==> src/rtl/framed_command_responder_macros.svh <==
// Assertion macros for the framed command responder RTL.
// Included by the modules that check their own logic; no other dependencies.
`ifndef FRAMED_COMMAND_RESPONDER_MACROS_SVH
`define FRAMED_COMMAND_RESPONDER_MACROS_SVH
`ifndef SYNTH
// same-cycle implication
`define FCR_ASSERT_IMP(label, clk, rst, ante, cons) \
   label: assert property (@(posedge clk) disable iff (rst) (ante) |-> (cons)) \
      else $error("fcr assertion failed");
// next-cycle implication
`define FCR_ASSERT_NXT(label, clk, rst, ante, cons) \
   label: assert property (@(posedge clk) disable iff (rst) (ante) |=> (cons)) \
      else $error("fcr assertion failed");
`else
`define FCR_ASSERT_IMP(label, clk, rst, ante, cons)
`define FCR_ASSERT_NXT(label, clk, rst, ante, cons)
`endif
`endif

==> src/rtl/fcr_pkg.sv <==
// Shared types and constants for the framed command responder.
// No dependencies; used by fcr_parser, fcr_serializer and the top level.
package fcr_pkg;

   localparam int BUFFER_SIZE = 10;
   localparam logic [7:0] MAX_FRAME_END = 8'(BUFFER_SIZE - 1);

   localparam int REPLY_LEN = 10;
   localparam logic [7:0] REPLY_LEN_BYTE = 8'(REPLY_LEN);
   localparam int COUNT_W = $clog2(REPLY_LEN + 1);

   localparam logic [7:0] CMD_REQUEST = 8'h20;
   localparam logic [7:0] CMD_REPLY = 8'h21;

   localparam logic [7:0] HEADER_RESET = 8'h55;
   localparam logic [7:0] FRAME_END_RESET = 8'd2;

   localparam int CSR_ADDR_W = 3;
   localparam int CSR_DATA_W = 32;

   typedef enum logic {
      REG_HEADER = 1'b0,
      REG_NONE = 1'b1
   } csr_index_type;

   typedef enum logic {
      ST_HUNT,
      ST_FRAME
   } parse_state_type;

   // snapshot handed from the parser to the reply serializer
   typedef struct packed {
      logic fire;
      logic [7:0] header;
      logic [15:0] sensor_one;
      logic [15:0] sensor_two;
      logic [7:0] led_one;
      logic [7:0] led_two;
   } reply_launch_type;

endpackage

==> src/rtl/fcr_parser.sv <==
// Frame parser: header hunt, length clamp, running sum and command capture.
// Depends on fcr_pkg and framed_command_responder_macros.svh.
`include "framed_command_responder_macros.svh"

module fcr_parser (
   input  logic clock,
   input  logic reset,
   input  logic accept,
   input  logic [7:0] rx_byte,
   input  logic [15:0] sensor_one,
   input  logic [15:0] sensor_two,
   input  logic [7:0] led_one_state,
   input  logic [7:0] led_two_state,
   input  logic [7:0] header_value,
   output fcr_pkg::reply_launch_type launch,
   output logic end_possible
);

   fcr_pkg::parse_state_type state_ff, state_in;
   logic [7:0] pos_ff, pos_in;
   logic [7:0] frame_end_ff, frame_end_in;
   logic [7:0] sum_ff, sum_in;
   logic [7:0] cmd_ff, cmd_in;

   logic [7:0] pos_next;
   logic [7:0] len_clamped;
   logic [8:0] pos_plus;

   always_ff @(posedge clock) begin
      if (reset) begin
         state_ff <= fcr_pkg::ST_HUNT;
         pos_ff <= '0;
         frame_end_ff <= fcr_pkg::FRAME_END_RESET;
         sum_ff <= '0;
         cmd_ff <= '0;
      end else begin
         state_ff <= state_in;
         pos_ff <= pos_in;
         frame_end_ff <= frame_end_in;
         sum_ff <= sum_in;
         cmd_ff <= cmd_in;
      end
   end

   assign pos_next = pos_ff + 8'd1;
   assign pos_plus = {1'b0, pos_ff} + 9'd1;

   always_comb begin
      if (rx_byte == 8'd0) begin
         len_clamped = 8'd1;
      end else if (rx_byte > fcr_pkg::MAX_FRAME_END) begin
         len_clamped = fcr_pkg::MAX_FRAME_END;
      end else begin
         len_clamped = rx_byte;
      end
   end

   // a reply can only come out of the transaction that closes a frame
   assign end_possible = (state_ff == fcr_pkg::ST_FRAME) &&
                         ((pos_ff == 8'd0) || (pos_plus >= {1'b0, frame_end_ff}));

   always_comb begin
      state_in = state_ff;
      pos_in = pos_ff;
      frame_end_in = frame_end_ff;
      sum_in = sum_ff;
      cmd_in = cmd_ff;
      launch.fire = 1'b0;
      launch.header = header_value;
      launch.sensor_one = sensor_one;
      launch.sensor_two = sensor_two;
      launch.led_one = led_one_state;
      launch.led_two = led_two_state;
      if (accept) begin
         case (state_ff)
            fcr_pkg::ST_HUNT: begin
               if (rx_byte == header_value) begin
                  state_in = fcr_pkg::ST_FRAME;
                  pos_in = '0;
                  sum_in = rx_byte;
               end
            end
            fcr_pkg::ST_FRAME: begin
               pos_in = pos_next;
               if (pos_next == 8'd1) begin
                  frame_end_in = len_clamped;
               end
               if (pos_next == 8'd2) begin
                  cmd_in = rx_byte;
               end
               if (pos_next < frame_end_in) begin
                  sum_in = sum_ff + rx_byte;
               end else begin
                  // rx_byte is the checksum here
                  state_in = fcr_pkg::ST_HUNT;
                  launch.fire = (sum_ff == rx_byte) && (cmd_in == fcr_pkg::CMD_REQUEST);
               end
            end
            default: begin
               state_in = fcr_pkg::ST_HUNT;
            end
         endcase
      end
   end

   `FCR_ASSERT_IMP(a_fire_in_frame, clock, reset, launch.fire, state_ff == fcr_pkg::ST_FRAME && end_possible)
   `FCR_ASSERT_IMP(a_pos_below_end, clock, reset, state_ff == fcr_pkg::ST_FRAME, pos_ff < frame_end_ff && frame_end_ff != 8'd0)

endmodule

==> src/rtl/fcr_serializer.sv <==
// Reply serializer: builds the ten-byte reply and shifts it out byte by byte.
// Depends on fcr_pkg and framed_command_responder_macros.svh.
`include "framed_command_responder_macros.svh"

module fcr_serializer (
   input  logic clock,
   input  logic reset,
   input  fcr_pkg::reply_launch_type launch,
   input  logic rsp_ready,
   output logic rsp_valid,
   output logic [7:0] rsp_tx_byte,
   output logic rsp_last_of_frame,
   output logic idle
);

   logic [7:0] buf_ff [fcr_pkg::REPLY_LEN];
   logic [7:0] buf_in [fcr_pkg::REPLY_LEN];
   logic [fcr_pkg::COUNT_W-1:0] count_ff, count_in;
   logic [7:0] checksum;
   logic take;

   assign take = rsp_valid && rsp_ready;

   assign checksum = 8'(launch.header + fcr_pkg::REPLY_LEN_BYTE +
                        launch.sensor_one[7:0] + launch.sensor_one[15:8] +
                        launch.sensor_two[7:0] + launch.sensor_two[15:8] +
                        launch.led_one + launch.led_two + fcr_pkg::CMD_REPLY);

   always_comb begin
      buf_in = buf_ff;
      count_in = count_ff;
      if (launch.fire) begin
         buf_in[0] = launch.header;
         buf_in[1] = fcr_pkg::REPLY_LEN_BYTE;
         buf_in[2] = launch.sensor_one[7:0];
         buf_in[3] = launch.sensor_one[15:8];
         buf_in[4] = launch.sensor_two[7:0];
         buf_in[5] = launch.sensor_two[15:8];
         buf_in[6] = launch.led_one;
         buf_in[7] = launch.led_two;
         buf_in[8] = fcr_pkg::CMD_REPLY;
         buf_in[9] = checksum;
         count_in = fcr_pkg::COUNT_W'(fcr_pkg::REPLY_LEN);
      end else if (take) begin
         for (int i = 0; i < fcr_pkg::REPLY_LEN - 1; i++) begin
            buf_in[i] = buf_ff[i + 1];
         end
         count_in = count_ff - 1'b1;
      end
   end

   always_ff @(posedge clock) begin
      buf_ff <= buf_in;
   end

   always_ff @(posedge clock) begin
      if (reset) begin
         count_ff <= '0;
      end else begin
         count_ff <= count_in;
      end
   end

   assign rsp_valid = (count_ff != '0);
   assign rsp_tx_byte = buf_ff[0];
   assign rsp_last_of_frame = (count_ff == fcr_pkg::COUNT_W'(1));
   assign idle = (count_ff == '0);

   `FCR_ASSERT_IMP(a_load_when_empty, clock, reset, launch.fire, count_ff == '0)
   `FCR_ASSERT_IMP(a_count_bound, clock, reset, 1'b1, count_ff <= fcr_pkg::COUNT_W'(fcr_pkg::REPLY_LEN))
   `FCR_ASSERT_NXT(a_gap_after_last, clock, reset, take && rsp_last_of_frame, !rsp_valid)

endmodule

==> src/rtl/framed_command_responder.sv <==
// Top level of the framed command responder: CSR port, parser and reply serializer.
// Depends on fcr_pkg, fcr_parser and fcr_serializer.
//
// Usage:
//   req_* carries one received serial byte per transaction together with the
//   current sensor and LED values. rsp_* returns reply bytes, one per
//   transaction, with rsp_last_of_frame high on the tenth byte.
//   csr_* is an APB-style port; register 0 (byte address 0) is the header byte.
// Timing:
//   Each request transaction is parsed in the cycle it is accepted; a request
//   is taken every cycle while req_ready is high. When it closes a valid
//   command frame, the first reply byte is on rsp_* in the next cycle and the
//   ten bytes leave at up to one per cycle from a shift register.
//   req_ready drops only for a byte that could close a frame while an earlier
//   reply is still draining; all other bytes are accepted meanwhile.
// Reset:
//   Synchronous, active high. Header returns to 0x55, the parser hunts for a
//   header and any pending reply is discarded.
// Stall:
//   A low rsp_ready holds the current reply byte; parsing continues until a
//   byte that may finish a frame arrives.
module framed_command_responder (
   input  logic clock,
   input  logic reset,
   input  logic req_valid,
   output logic req_ready,
   input  logic [7:0] req_rx_byte,
   input  logic [15:0] req_sensor_one,
   input  logic [15:0] req_sensor_two,
   input  logic [7:0] req_led_one_state,
   input  logic [7:0] req_led_two_state,
   output logic rsp_valid,
   input  logic rsp_ready,
   output logic [7:0] rsp_tx_byte,
   output logic rsp_last_of_frame,
   input  logic csr_psel,
   input  logic csr_penable,
   input  logic csr_pwrite,
   input  logic [fcr_pkg::CSR_ADDR_W-1:0] csr_paddr,
   input  logic [fcr_pkg::CSR_DATA_W-1:0] csr_pwdata,
   output logic [fcr_pkg::CSR_DATA_W-1:0] csr_prdata,
   output logic csr_pready
);

   logic [7:0] header_ff, header_in;
   fcr_pkg::csr_index_type csr_index;
   fcr_pkg::reply_launch_type launch;
   logic end_possible;
   logic ser_idle;
   logic accept;

   assign csr_pready = 1'b1;
   assign csr_index = fcr_pkg::csr_index_type'(csr_paddr[fcr_pkg::CSR_ADDR_W-1]);

   always_comb begin
      header_in = header_ff;
      if (csr_psel && csr_penable && csr_pwrite && (csr_index == fcr_pkg::REG_HEADER)) begin
         header_in = csr_pwdata[7:0];
      end
   end

   always_ff @(posedge clock) begin
      if (reset) begin
         header_ff <= fcr_pkg::HEADER_RESET;
      end else begin
         header_ff <= header_in;
      end
   end

   always_comb begin
      case (csr_index)
         fcr_pkg::REG_HEADER: csr_prdata = {{(fcr_pkg::CSR_DATA_W - 8){1'b0}}, header_ff};
         default: csr_prdata = '0;
      endcase
   end

   assign req_ready = !end_possible || ser_idle;
   assign accept = req_valid && req_ready;

   fcr_parser u_parser (
      .clock(clock),
      .reset(reset),
      .accept(accept),
      .rx_byte(req_rx_byte),
      .sensor_one(req_sensor_one),
      .sensor_two(req_sensor_two),
      .led_one_state(req_led_one_state),
      .led_two_state(req_led_two_state),
      .header_value(header_ff),
      .launch(launch),
      .end_possible(end_possible)
   );

   fcr_serializer u_serializer (
      .clock(clock),
      .reset(reset),
      .launch(launch),
      .rsp_ready(rsp_ready),
      .rsp_valid(rsp_valid),
      .rsp_tx_byte(rsp_tx_byte),
      .rsp_last_of_frame(rsp_last_of_frame),
      .idle(ser_idle)
   );

endmodule
==> config.mk <==
export PLATFORM = sky130hd
export DESIGN_NAME = framed_command_responder
export DESIGN_NICKNAME = d
export VERILOG_FILES = /design/src/rtl/fcr_pkg.sv /design/src/rtl/fcr_parser.sv /design/src/rtl/fcr_serializer.sv /design/src/rtl/framed_command_responder.sv
export VERILOG_INCLUDE_DIRS = /design/src /design/src/rtl
export SDC_FILE = /design/constraint.sdc
export NUM_CORES = 1
export LEC_CHECK = 0
export BUFFER_PORTS_ARGS = -buffer_cell sky130_fd_sc_hd__buf_4
export CORE_MARGIN = 2
export CORE_UTILIZATION = 40
export CTS_CLUSTER_SIZE = 30
export DETAILED_ROUTE_END_ITERATION = 10
export HOLD_SLACK_MARGIN = 0.12
export PLACE_DENSITY = 0.65
export SYNTH_ARGS = -nofsm -noshare
export SYNTH_HDL_FRONTEND = slang
export SYNTH_SLANG_ARGS = --single-unit
==> constraint.sdc <==
create_clock -name clock -period 5.6 [get_ports clock]
set_clock_uncertainty 0.1 [all_clocks]
set_input_delay 0.56 -clock clock [delete_from_list [all_inputs] [get_ports clock]]
set_output_delay 0.56 -clock clock [all_outputs]
set_load 0.01 [all_outputs]
==> flow_summary_export.csv, run 1 <==
group,metric,value,unit
critical_path,cp-start-kind,"flip-flop",
cells_and_area,final_nets,1077,
critical_path,end_kind,"flip-flop",
flow_run,max_cap_violations,0,
timing,rsz0062_at_grt,"no",
logic_synthesis,synth_xor_area_share,4.51,%
floorplanning,chipWidth,145,um
logic_synthesis,synthAdderAreaFrac,14.9,%
clock_network,path_clk_slew,60,ps
logic_synthesis,synth.distinct_cells,52,
cells_and_area,diodes,0,
min_path,whs_path_depth,3,
placed_design,dp_cells,1150,
routing,post-route-drc-count,0,
power_and_ir_drop,power.total,0.00261,W
critical_path,r2r_setup_slack,1130,ps
global_routing,antenna_found_initial,0,
global_routing,grt_max_degree,85,
floorplanning,rows,51,
routing,routed_wl,16800,um
timing,final_hold_viol_count,0,
routing,via_per_inst,4.78,
routing,antenna_left,0,
logic_synthesis,synth_area_per_cell,9.53,um2
global_routing,overflow,0,
cells_and_area,area_growth,16.0,%
cells_and_area,fin_cells,1181,
clock_network,cts_sinks,125,
logic_synthesis,postSynthCellCount,835,
min_path,min_from,"csr_pwdata[2]",
timing,period_minus_slack,4470,ps
clock_network,ctsResizeCount,0,
logic_synthesis,seq_area_frac_synth,39.5,%
min_path,hold_class,"input pin to flip-flop",
logic_synthesis,yosysWarnings,0,
routing,routedWlPerCell,14.3,um
timing,max-slew-margin-rel,51.0,%
clock_network,worstSkewPairLatency,420,ps
critical_path,rr_worst_depth,13,
critical_path,critPathRequiredTime,5810,ps
logic_synthesis,ys_seq_elements,125,
clock_network,cts_buffers,17,
cells_and_area,fillerInstances,1856,
clock_network,cts_tree,"yes",
logic_synthesis,synthArstFlopShare,0,%
power_and_ir_drop,p_leak,4.08,nW
global_routing,track_usage,16.9,%
logic_synthesis,synth_edf_count,64,
logic_synthesis,synth_area,0.00796,mm2
logic_synthesis,synth_top_family_by_area,"adder cells",
floorplanning,die_h,145,um
critical_path,rr_startpoint,"u_parser.pos_ff[0]$_SDFFE_PP0P_",
placed_design,gp_congestion,0.818,
outcome,status,"complete, no violations",
cells_and_area,final_core_util,47.4,%
min_path,worstHoldEndpoint,"header_ff[2]$_SDFFE_PP1P_",
critical_path,r2r_end,"u_parser.sum_ff[7]$_SDFFE_PP0P_",
global_routing,grt_pass1_vias,5724,
logic_synthesis,ys.flop_type,"edfxtp_1",
timing,tns,0,ps
timing,clock.fmax,224,MHz
placed_design,hpwl,12200,um
floorplanning,dieArea,0.0210,mm2
logic_synthesis,synth-compound-area-share,7.03,%
timing,finalSetupViolCount,0,
power_and_ir_drop,power_density,283,mW/mm2
global_routing,grt_pass1_wl,28200,um
critical_path,worstPathMaxFanout,16,
power_and_ir_drop,vdd_ir_drop_max,218,uV
logic_synthesis,synth_simple_gate_area_share,13.6,%
floorplanning,core,0.0195,mm2
logic_synthesis,synth_mux_area_share,9.44,%
clock_network,post_cts_buffers,0,
placed_design,portBuffers,90,
floorplanning,ios,142,
clock_network,htreeDepth,4,
timing,maxSlewViolCount,0,
cells_and_area,drive_above_1_share,14.1,%
timing,tightest_slew,734,ps
timing,holdWs,251,ps
floorplanning,start_util,40.9,%
routing,vias,5644,
routing,drt_iter0_drc,313,
clock_network,cts.hold.buffers_added,0,
clock_network,clockRootBuffer,"clkbuf_16",
routing,first_pass_iters,4,
critical_path,crit_type,"flip-flop to flip-flop",
clock_network,cts_buffer_depth,2,
critical_path,arrival,4680,ps
timing,period_share,79.8,%
==> worst max-delay path: stages, from the launching register on <==
cell	delay (ps)
dfxtp_1	510
ha_1	370
and3_1	270
a31oi_1	150
a2111o_1	480
nand2_1	130
ha_1	260
a21oi_1	140
o21ai_0	130
or4_1	490
o22ai_1	350
a2bb2oi_2	610
a21oi_1	130
a31o_2	240
==> placed cells by master, fill, tap and decap left out, types with 6 or more instances in the layout <==
cell,n
dfxtp_1,61
a21oi_1,44
clkbuf_16,17
ha_1,42
xnor2_1,24
nor2_1,40
nand3b_1,6
mux2i_1,75
nor4_1,6
xor2_1,17
nand2_1,130
edfxtp_1,64
o21ai_0,9
conb_1,25
nand3_1,9
a211oi_1,7
buf_4,94
inv_1,120
nor3_1,6
fa_1,33
and3_1,7
nor2b_1,10
==> cells by family (layout without fill, tap and decap cells) <==
group / after synthesis / after routing
AND/OR/NAND/NOR: 239 / 239
flip-flops: 125 / 125
buffers and inverters: 189 / 247
other: 2 / 25
AO/OA/AOI/OAI: 89 / 89
multiplexers: 75 / 75
XOR/XNOR: 41 / 41
adder cells (fa/ha/maj): 75 / 75
==> stage by stage <==
step / worst slack, ps / cell area [um2]
after floorplan: 1280 / 8040
after global placement: 1180 / 8690
after detailed placement: 1140 / 8690
after CTS: 1130 / 9230
after global routing: 815 / 9230
final: 1130 / 9230
==> sequential cells by signal, indices dropped and copies added (netlist names) <==
register / cells
u_serializer.rsp_tx_byte: 8
u_serializer.buf_ff: 72
u_parser.state_ff: 1
header_ff: 8
u_parser.sum_ff: 8
u_serializer.count_ff: 4
u_parser.frame_end_ff: 8
u_parser.pos_ff: 8
u_parser.cmd_ff: 8
==> synth_stat cells, types with 9 or more instances <==
library cell,n,area [um2]
nand2_1,130,488
inv_1,120,450
mux2i_1,75,751
edfxtp_1,64,1920
dfxtp_1,61,1220
a21oi_1,44,220
ha_1,42,526
nor2_1,40,150
buf_4,37,278
fa_1,33,661
xnor2_1,24,210
clkbuf_1,21,78.8
xor2_1,17,149
nor2b_1,10,62.6
buf_2,9,45.0
nand3_1,9,45.0
o21ai_0,9,45.0
==> metal layers <==
| metal | wire length (um) | vias to the layer above | part of all wire [%] | global-route usage (%) |
|---|---|---|---|---|
| li1 | - | 2825 | - | - |
| met4 | 556 | 0 | 3.3 | 8.02 |
| met2 | 8120 | 120 | 48 | 27.9 |
| met5 | 0 | - | 0 | 0 |
| met3 | 595 | 34 | 3.5 | 3.33 |
| met1 | 7570 | 2665 | 45 | 21.3 |
==> power by group <==
group	internal [W]	total [W]	switching, W
Sequential	0.000995	0.000999	0.00000415
Clock	0.000615	0.00102	0.000401
Combinational	0.000284	0.000595	0.000310
Total	0.00189	0.00261	0.000716
==> cell type report <==
class | count | area, um2 | area share, %
well taps | 265 | 332 | 3.59
multi-input cells | 544 | 4030 | 43.7
inverters | 121 | 454 | 4.92
clock inverters | 11 | 96.3 | 1.04
clock buffers | 20 | 447 | 4.84
flip-flops and latches | 125 | 3140 | 34.1
repair buffers | 95 | 726 | 7.86
==> worst max path at each step <==
| stage | from | to | cells after the start |
|---|---|---|---|
| 6_report | u_parser.pos_ff[0]$_SDFFE_PP0P_ | u_parser.sum_ff[7]$_SDFFE_PP0P_ | 13 |
| 5_1_grt | u_parser.pos_ff[0]$_SDFFE_PP0P_ | u_parser.sum_ff[7]$_SDFFE_PP0P_ | 13 |
| 4_1_cts | u_parser.pos_ff[0]$_SDFFE_PP0P_ | u_parser.sum_ff[7]$_SDFFE_PP0P_ | 13 |
| 3_5_place_dp | u_parser.pos_ff[0]$_SDFFE_PP0P_ | u_parser.sum_ff[7]$_SDFFE_PP0P_ | 13 |
| 3_3_place_gp | u_parser.pos_ff[0]$_SDFFE_PP0P_ | u_parser.sum_ff[7]$_SDFFE_PP0P_ | 13 |
| 2_1_floorplan | u_parser.pos_ff[0]$_SDFFE_PP0P_ | u_serializer.buf_ff[16]$_DFFE_PP_ | 15 |
(Power assumes the default switching activity.)
==> run 2, diff against run 1 <==
- ABC_AREA: not set -> 1
- PLACE_DENSITY: 0.65 -> 0.68
- clock period: 5.6 -> 3.8 ns (I/O delays scaled with it)
==> flow_summary_export.csv, run 2 <==
group,metric,value,unit
cells_and_area,fin_cells,1326,
cells_and_area,layout_common_cells,"177 x nand2_1, 139 x inv_1, 136 x nand3_1, 112 x buf_4, 64 x edfxtp_1",
routing,first_pass_iters,6,
clock_network,cts_buffer_depth,2,
floorplanning,start_util,41.0,%
critical_path,critPathRequiredTime,3870,ps
placed_design,gp_congestion,0.894,
clock_network,path_clk_slew,60,ps
timing,tightest_slew,903,ps
logic_synthesis,yosysWarnings,0,
routing,top_layer,"met4",
global_routing,grt_max_degree,58,
cells_and_area,layout_commonest_cell,"nand2_1",
power_and_ir_drop,vdd_ir_drop_max,308,uV
logic_synthesis,synth_area_per_cell,8.36,um2
clock_network,cts_tree,"yes",
clock_network,cts_buffers,17,
global_routing,grt_pass1_wl,32100,um
timing,finalSetupViolCount,0,
routing,routed_wl,20100,um
cells_and_area,drive_above_1_share,15.6,%
min_path,min_from,"csr_pwdata[5]",
clock_network,clockRootBuffer,"clkbuf_16",
min_path,whs_path_depth,3,
logic_synthesis,synth_area,0.00803,mm2
placed_design,portBuffers,90,
critical_path,rr_worst_depth,20,
critical_path,cp_slowest_stage_delay,550,ps
cells_and_area,final_nets,1221,
routing,met1_length,9160,um
global_routing,antenna_found_initial,0,
cells_and_area,area_growth,18.7,%
routing,antenna_left,0,
timing,period_share,96.7,%
floorplanning,ios,142,
cells_and_area,diodes,0,
logic_synthesis,synthArstFlopShare,0,%
routing,met3WireLength,1610,um
timing,period_minus_slack,3670,ps
routing,via_per_inst,4.89,
logic_synthesis,synthTopCellsByArea,"edfxtp_1 24%, dfxtp_1 15%, nand3_1 8.5%",
clock_network,post_cts_buffers,0,
placed_design,hpwl,14500,um
clock_network,htreeDepth,4,
floorplanning,dieArea,0.0212,mm2
timing,holdWs,141,ps
floorplanning,die_h,146,um
logic_synthesis,synth_largest_area_cell,"edfxtp_1",
clock_network,worstSkewPairLatency,430,ps
critical_path,worst_path_max_delay_cell,"fa_1",
cells_and_area,final_area,0.00952,mm2
floorplanning,chipWidth,146,um
power_and_ir_drop,power_density,592,mW/mm2
logic_synthesis,postSynthCellCount,960,
power_and_ir_drop,p_leak,4.51,nW
critical_path,r2r_end,"u_serializer.buf_ff[14]$_SDFFE_PP0P_",
min_path,hold_class,"input pin to flip-flop",
routing,drt_iter0_drc,512,
critical_path,cp-start-kind,"input pin",
critical_path,r2r_setup_slack,200,ps
critical_path,cp.depth,14,
routing,vias,6485,
placed_design,pre_cts_ws,-257,ps
floorplanning,core,0.0196,mm2
min_path,worstHoldEndpoint,"header_ff[5]$_SDFFE_PP0P_",
outcome,status,"complete, no violations",
critical_path,crit_family,"adder cells",
logic_synthesis,ys_seq_elements,125,
logic_synthesis,netlist.area_leader.share,23.9,%
logic_synthesis,synth.distinct_cells,40,
power_and_ir_drop,power.total,0.00564,W
logic_synthesis,yosysMostFrequentCell,"nand2_1",
critical_path,end_kind,"flip-flop",
timing,finalWorstSetupSlack,127,ps
timing,final_hold_viol_count,0,
logic_synthesis,seq_area_frac_synth,39.2,%
clock_network,cts_sinks,125,
floorplanning,rows,51,
global_routing,track_usage,19.4,%
placed_design,post_dp_cell_area,0.00891,mm2
critical_path,startpoint,"req_sensor_one[2]",
logic_synthesis,synth_edf_count,64,
routing,routedWlPerCell,15.2,um
timing,maxSlewViolCount,0,
timing,max-slew-margin-rel,39.8,%
cells_and_area,largest_reg_flops,72,
critical_path,arrival,3750,ps
routing,wl_met2,9040,um
timing,rsz0062_at_grt,"no",
global_routing,overflow,0,
critical_path,worstPathMaxFanout,2,
logic_synthesis,ys.flop_type,"edfxtp_1",
flow_run,max_cap_violations,0,
timing,clock.fmax,272,MHz
critical_path,rr_startpoint,"u_parser.pos_ff[0]$_SDFFE_PP0P_",
routing,post-route-drc-count,0,
cells_and_area,top_register,"u_serializer.buf_ff",
placed_design,dp_cells,1290,
critical_path,cp_cell_sequence,"buf_4, inv_1, fa_1, inv_1, fa_1, fa_1, inv_1, fa_1, inv_1, ha_1, inv_1, fa_1, o21ai_1, xor2_1",
global_routing,grt_pass1_vias,6137,
logic_synthesis,ys_top_cells_by_count,"180 x nand2_1, 140 x inv_1, 136 x nand3_1",
critical_path,crit_buf_inv,6,
critical_path,crit_type,"input pin to flip-flop",
[run 2: what timing repair did]
item	in CTS	in global routing
hold buffers	4	0
endpoints found under the setup margin	0	66
endpoints found under the hold margin	4	0
resized for setup	0	4
[run 2: area by class of cell]
cell class | count | area, um2
Timing Repair Buffer | 121 | 981
Tap cell | 265 | 332
Sequential cell | 125 | 3140
Clock buffer | 19 | 443
Fill cell | 1858 | 10100
Clock inverter | 13 | 125
Inverter | 142 | 533
Multi-Input combinational cell | 641 | 3970
[run 2: logic make-up after synthesis]
| group | after synthesis | share of synthesized area (%) |
|---|---|---|
| flip-flops | 125 | 39.2 |
| adder cells (fa/ha/maj) | 75 | 14.8 |
| buffers and inverters | 217 | 12.8 |
| AO/OA/AOI/OAI | 94 | 6.42 |
| XOR/XNOR | 31 | 3.38 |
| other | 2 | 0.0936 |
| multiplexers | 12 | 1.50 |
| AND/OR/NAND/NOR | 404 | 21.9 |
[run 2: layer usage]
layer | GRT usage, % | up-vias
li1 | - | 3222
met1 | 27.4 | 3013
met2 | 28.9 | 227
met3 | 5.89 | 23
met4 | 5.64 | 0
met5 | 0 | -
[run 2: where the power goes]
part           leakage [nW]  internal (W)  switching (W)
clock                 0.266      0.000970       0.000609
combinational          3.14      0.000840        0.00116
sequential             1.11       0.00194       0.000122
total                  4.51       0.00375        0.00189
[run 2: worst max path at each step]
stage,to,slack (ps)
after floorplan,u_serializer.buf_ff[7]$_DFFE_PP_,10
after global placement,u_serializer.buf_ff[7]$_DFFE_PP_,-210
after detailed placement,u_serializer.buf_ff[6]$_DFFE_PP_,-260
after CTS,u_serializer.buf_ff[6]$_DFFE_PP_,150
after global routing,u_serializer.buf_ff[7]$_DFFE_PP_,4
final,u_serializer.buf_ff[6]$_DFFE_PP_,130
[run 2: stage by stage]
step	utilization [%]	TNS (ps)
global route	48.6	0
CTS	48.6	0
floorplan	-	0
detailed placement	45.5	-710
global placement	45.5	-628
finish	48.6	0
[run 2: worst min-delay path: stages]
cell and delay, ps:
buf_4 70, o21ai_0 70, a21oi_1 110
==> run 3, diff against run 2 <==
- PLACE_DENSITY: 0.68 -> not set
==> flow_summary_export.csv, run 3 (synthesis gave the netlist of run 2 again) <==
group,metric,value,unit
clock_network,clockRootBuffer,"clkbuf_16",
timing,maxSlewViolCount,0,
cells_and_area,fin_cells,1330,
placed_design,gp_congestion,0.842,
min_path,min_from,"csr_pwdata[3]",
floorplanning,start_util,41.0,%
routing,vias,6397,
cells_and_area,largest_reg_flops,72,
timing,finalSetupViolCount,0,
timing,clock.fmax,276,MHz
timing,tightest_slew,904,ps
cells_and_area,multi_input_comb_area,0.00398,mm2
critical_path,arrival,3690,ps
routing,via_per_inst,4.81,
placed_design,hpwl,15000,um
global_routing,grt_pass1_wl,32300,um
cells_and_area,drive_above_1_share,16.2,%
flow_run,max_cap_violations,0,
timing,holdWs,144,ps
floorplanning,chipWidth,146,um
clock_network,path_clk_slew,60,ps
routing,antenna_left,0,
critical_path,cp_slowest_stage_delay,550,ps
critical_path,worst_path_max_delay_cell,"fa_1",
power_and_ir_drop,p_leak,4.56,nW
power_and_ir_drop,vdd_ir_drop_max,328,uV
global_routing,grt_pass1_vias,6111,
cells_and_area,top_register,"u_serializer.buf_ff",
floorplanning,die_h,146,um
global_routing,track_usage,19.4,%
routing,post-route-drc-count,0,
critical_path,cp_cell_sequence,"buf_4, inv_1, fa_1, inv_1, fa_1, fa_1, inv_1, fa_1, inv_1, ha_1, inv_1, fa_1, o21ai_1, xor2_1",
cells_and_area,layout_commonest_cell,"nand2_1",
global_routing,overflow,0,
cells_and_area,final_core_util,49.0,%
timing,period_share,95.2,%
cells_and_area,final_nets,1225,
timing,max-slew-margin-rel,39.7,%
power_and_ir_drop,power_density,595,mW/mm2
cells_and_area,regArea,0.00314,mm2
floorplanning,rows,51,
critical_path,cp-start-kind,"input pin",
critical_path,critPathRequiredTime,3870,ps
floorplanning,dieArea,0.0212,mm2
critical_path,worstPathMaxFanout,2,
critical_path,startpoint,"req_sensor_one[2]",
critical_path,rr_startpoint,"u_parser.pos_ff[0]$_SDFFE_PP0P_",
critical_path,crit_type,"input pin to flip-flop",
clock_network,cts_sinks,125,
outcome,status,"complete, no violations",
global_routing,grt_max_degree,34,
power_and_ir_drop,power.total,0.00570,W
routing,routed_wl,19900,um
placed_design,portBuffers,90,
timing,period_minus_slack,3620,ps
cells_and_area,diodes,0,
critical_path,end_kind,"flip-flop",
routing,first_pass_iters,7,
placed_design,dp_cells,1293,
routing,drt_iter0_drc,454,
floorplanning,core,0.0196,mm2
floorplanning,ios,142,
cells_and_area,layout_common_cells,"177 x nand2_1, 138 x inv_1, 135 x nand3_1, 114 x buf_4, 64 x edfxtp_1",
timing,tns,0,ps
routing,routedWlPerCell,15.0,um
cells_and_area,area_growth,19.5,%
clock_network,cts_buffer_depth,2,
cells_and_area,fillerInstances,1914,
timing,final_hold_viol_count,0,
clock_network,cts_tree,"yes",
clock_network,worstSkewPairLatency,420,ps
clock_network,htreeDepth,4,
clock_network,cts_buffers,17,
min_path,hold_class,"input pin to flip-flop",
global_routing,antenna_found_initial,0,
run 3: changes by cell type in the layout (fill, tap and decap cells not counted), moves of 3 or more:
cell,change
clkinv_4,+3
inv_6,+3
clkbuf_16,+3
clkinvlp_4,-4
buf_6,+3
run 3: worst paths after layout:
kind / slack (ps) / depth (start not counted) / end
worst max-delay path: 180 / 14 / u_serializer.buf_ff[6]$_DFFE_PP_
worst min-delay path: 140 / 3 / header_ff[3]$_SDFFE_PP0P_
worst max register to register: 300 / 20 / u_serializer.buf_ff[38]$_DFFE_PP_
worst min register to register: 350 / 2 / u_parser.cmd_ff[4]$_SDFFE_PP0P_
run 3: repair_timing:
| item | CTS | global route |
|---|---|---|
| setup buffers | 0 | 1 |
| hold endpoints to repair | 4 | 0 |
| setup endpoints to repair | 0 | 111 |
| hold buffers | 4 | 0 |
| resized for setup | 0 | 8 |
run 3: cell type report:
class | instances | area share [%]
tap | 265 | 3.46
multi-input combinational | 641 | 41.5
timing repair buffer | 125 | 10.5
clock buffer | 22 | 5.40
sequential | 125 | 32.8
clock inverter | 10 | 0.770
inverter | 142 | 5.60
run 3: metrics by stage:
| stage | worst slack [ps] | instance area (um2) |
|---|---|---|
| after floorplan | 13.0 | 8120 |
| after detailed placement | -256 | 8910 |
| final | 182 | 9590 |
| after CTS | 115 | 9540 |
| after global routing | -34.1 | 9590 |
| after global placement | -223 | 8910 |
run 3: layer usage:
metal | global-route usage, % | wire length (um) | up-vias
met5 | 0 | 0 | -
met3 | 3.32 | 993 | 15
met2 | 29.3 | 8900 | 181
met1 | 28.5 | 9780 | 2968
met4 | 5.44 | 262 | 0
li1 | - | - | 3233
run 3: worst max-delay path, delay by kind of cell:
kind / cells / cell delay [ps]
adders and majority gates: 6 / 2620
buffers and inverters: 6 / 390
xor gates and xnor gates: 1 / 90
AOI/OAI and AO/OA: 1 / 200
run 3: power by group:
part / leakage (nW) / internal [W] / switching [W]
Combinational: 3.16 / 0.000884 / 0.00114
Clock: 0.297 / 0.000975 / 0.000642
Sequential: 1.11 / 0.00194 / 0.000125
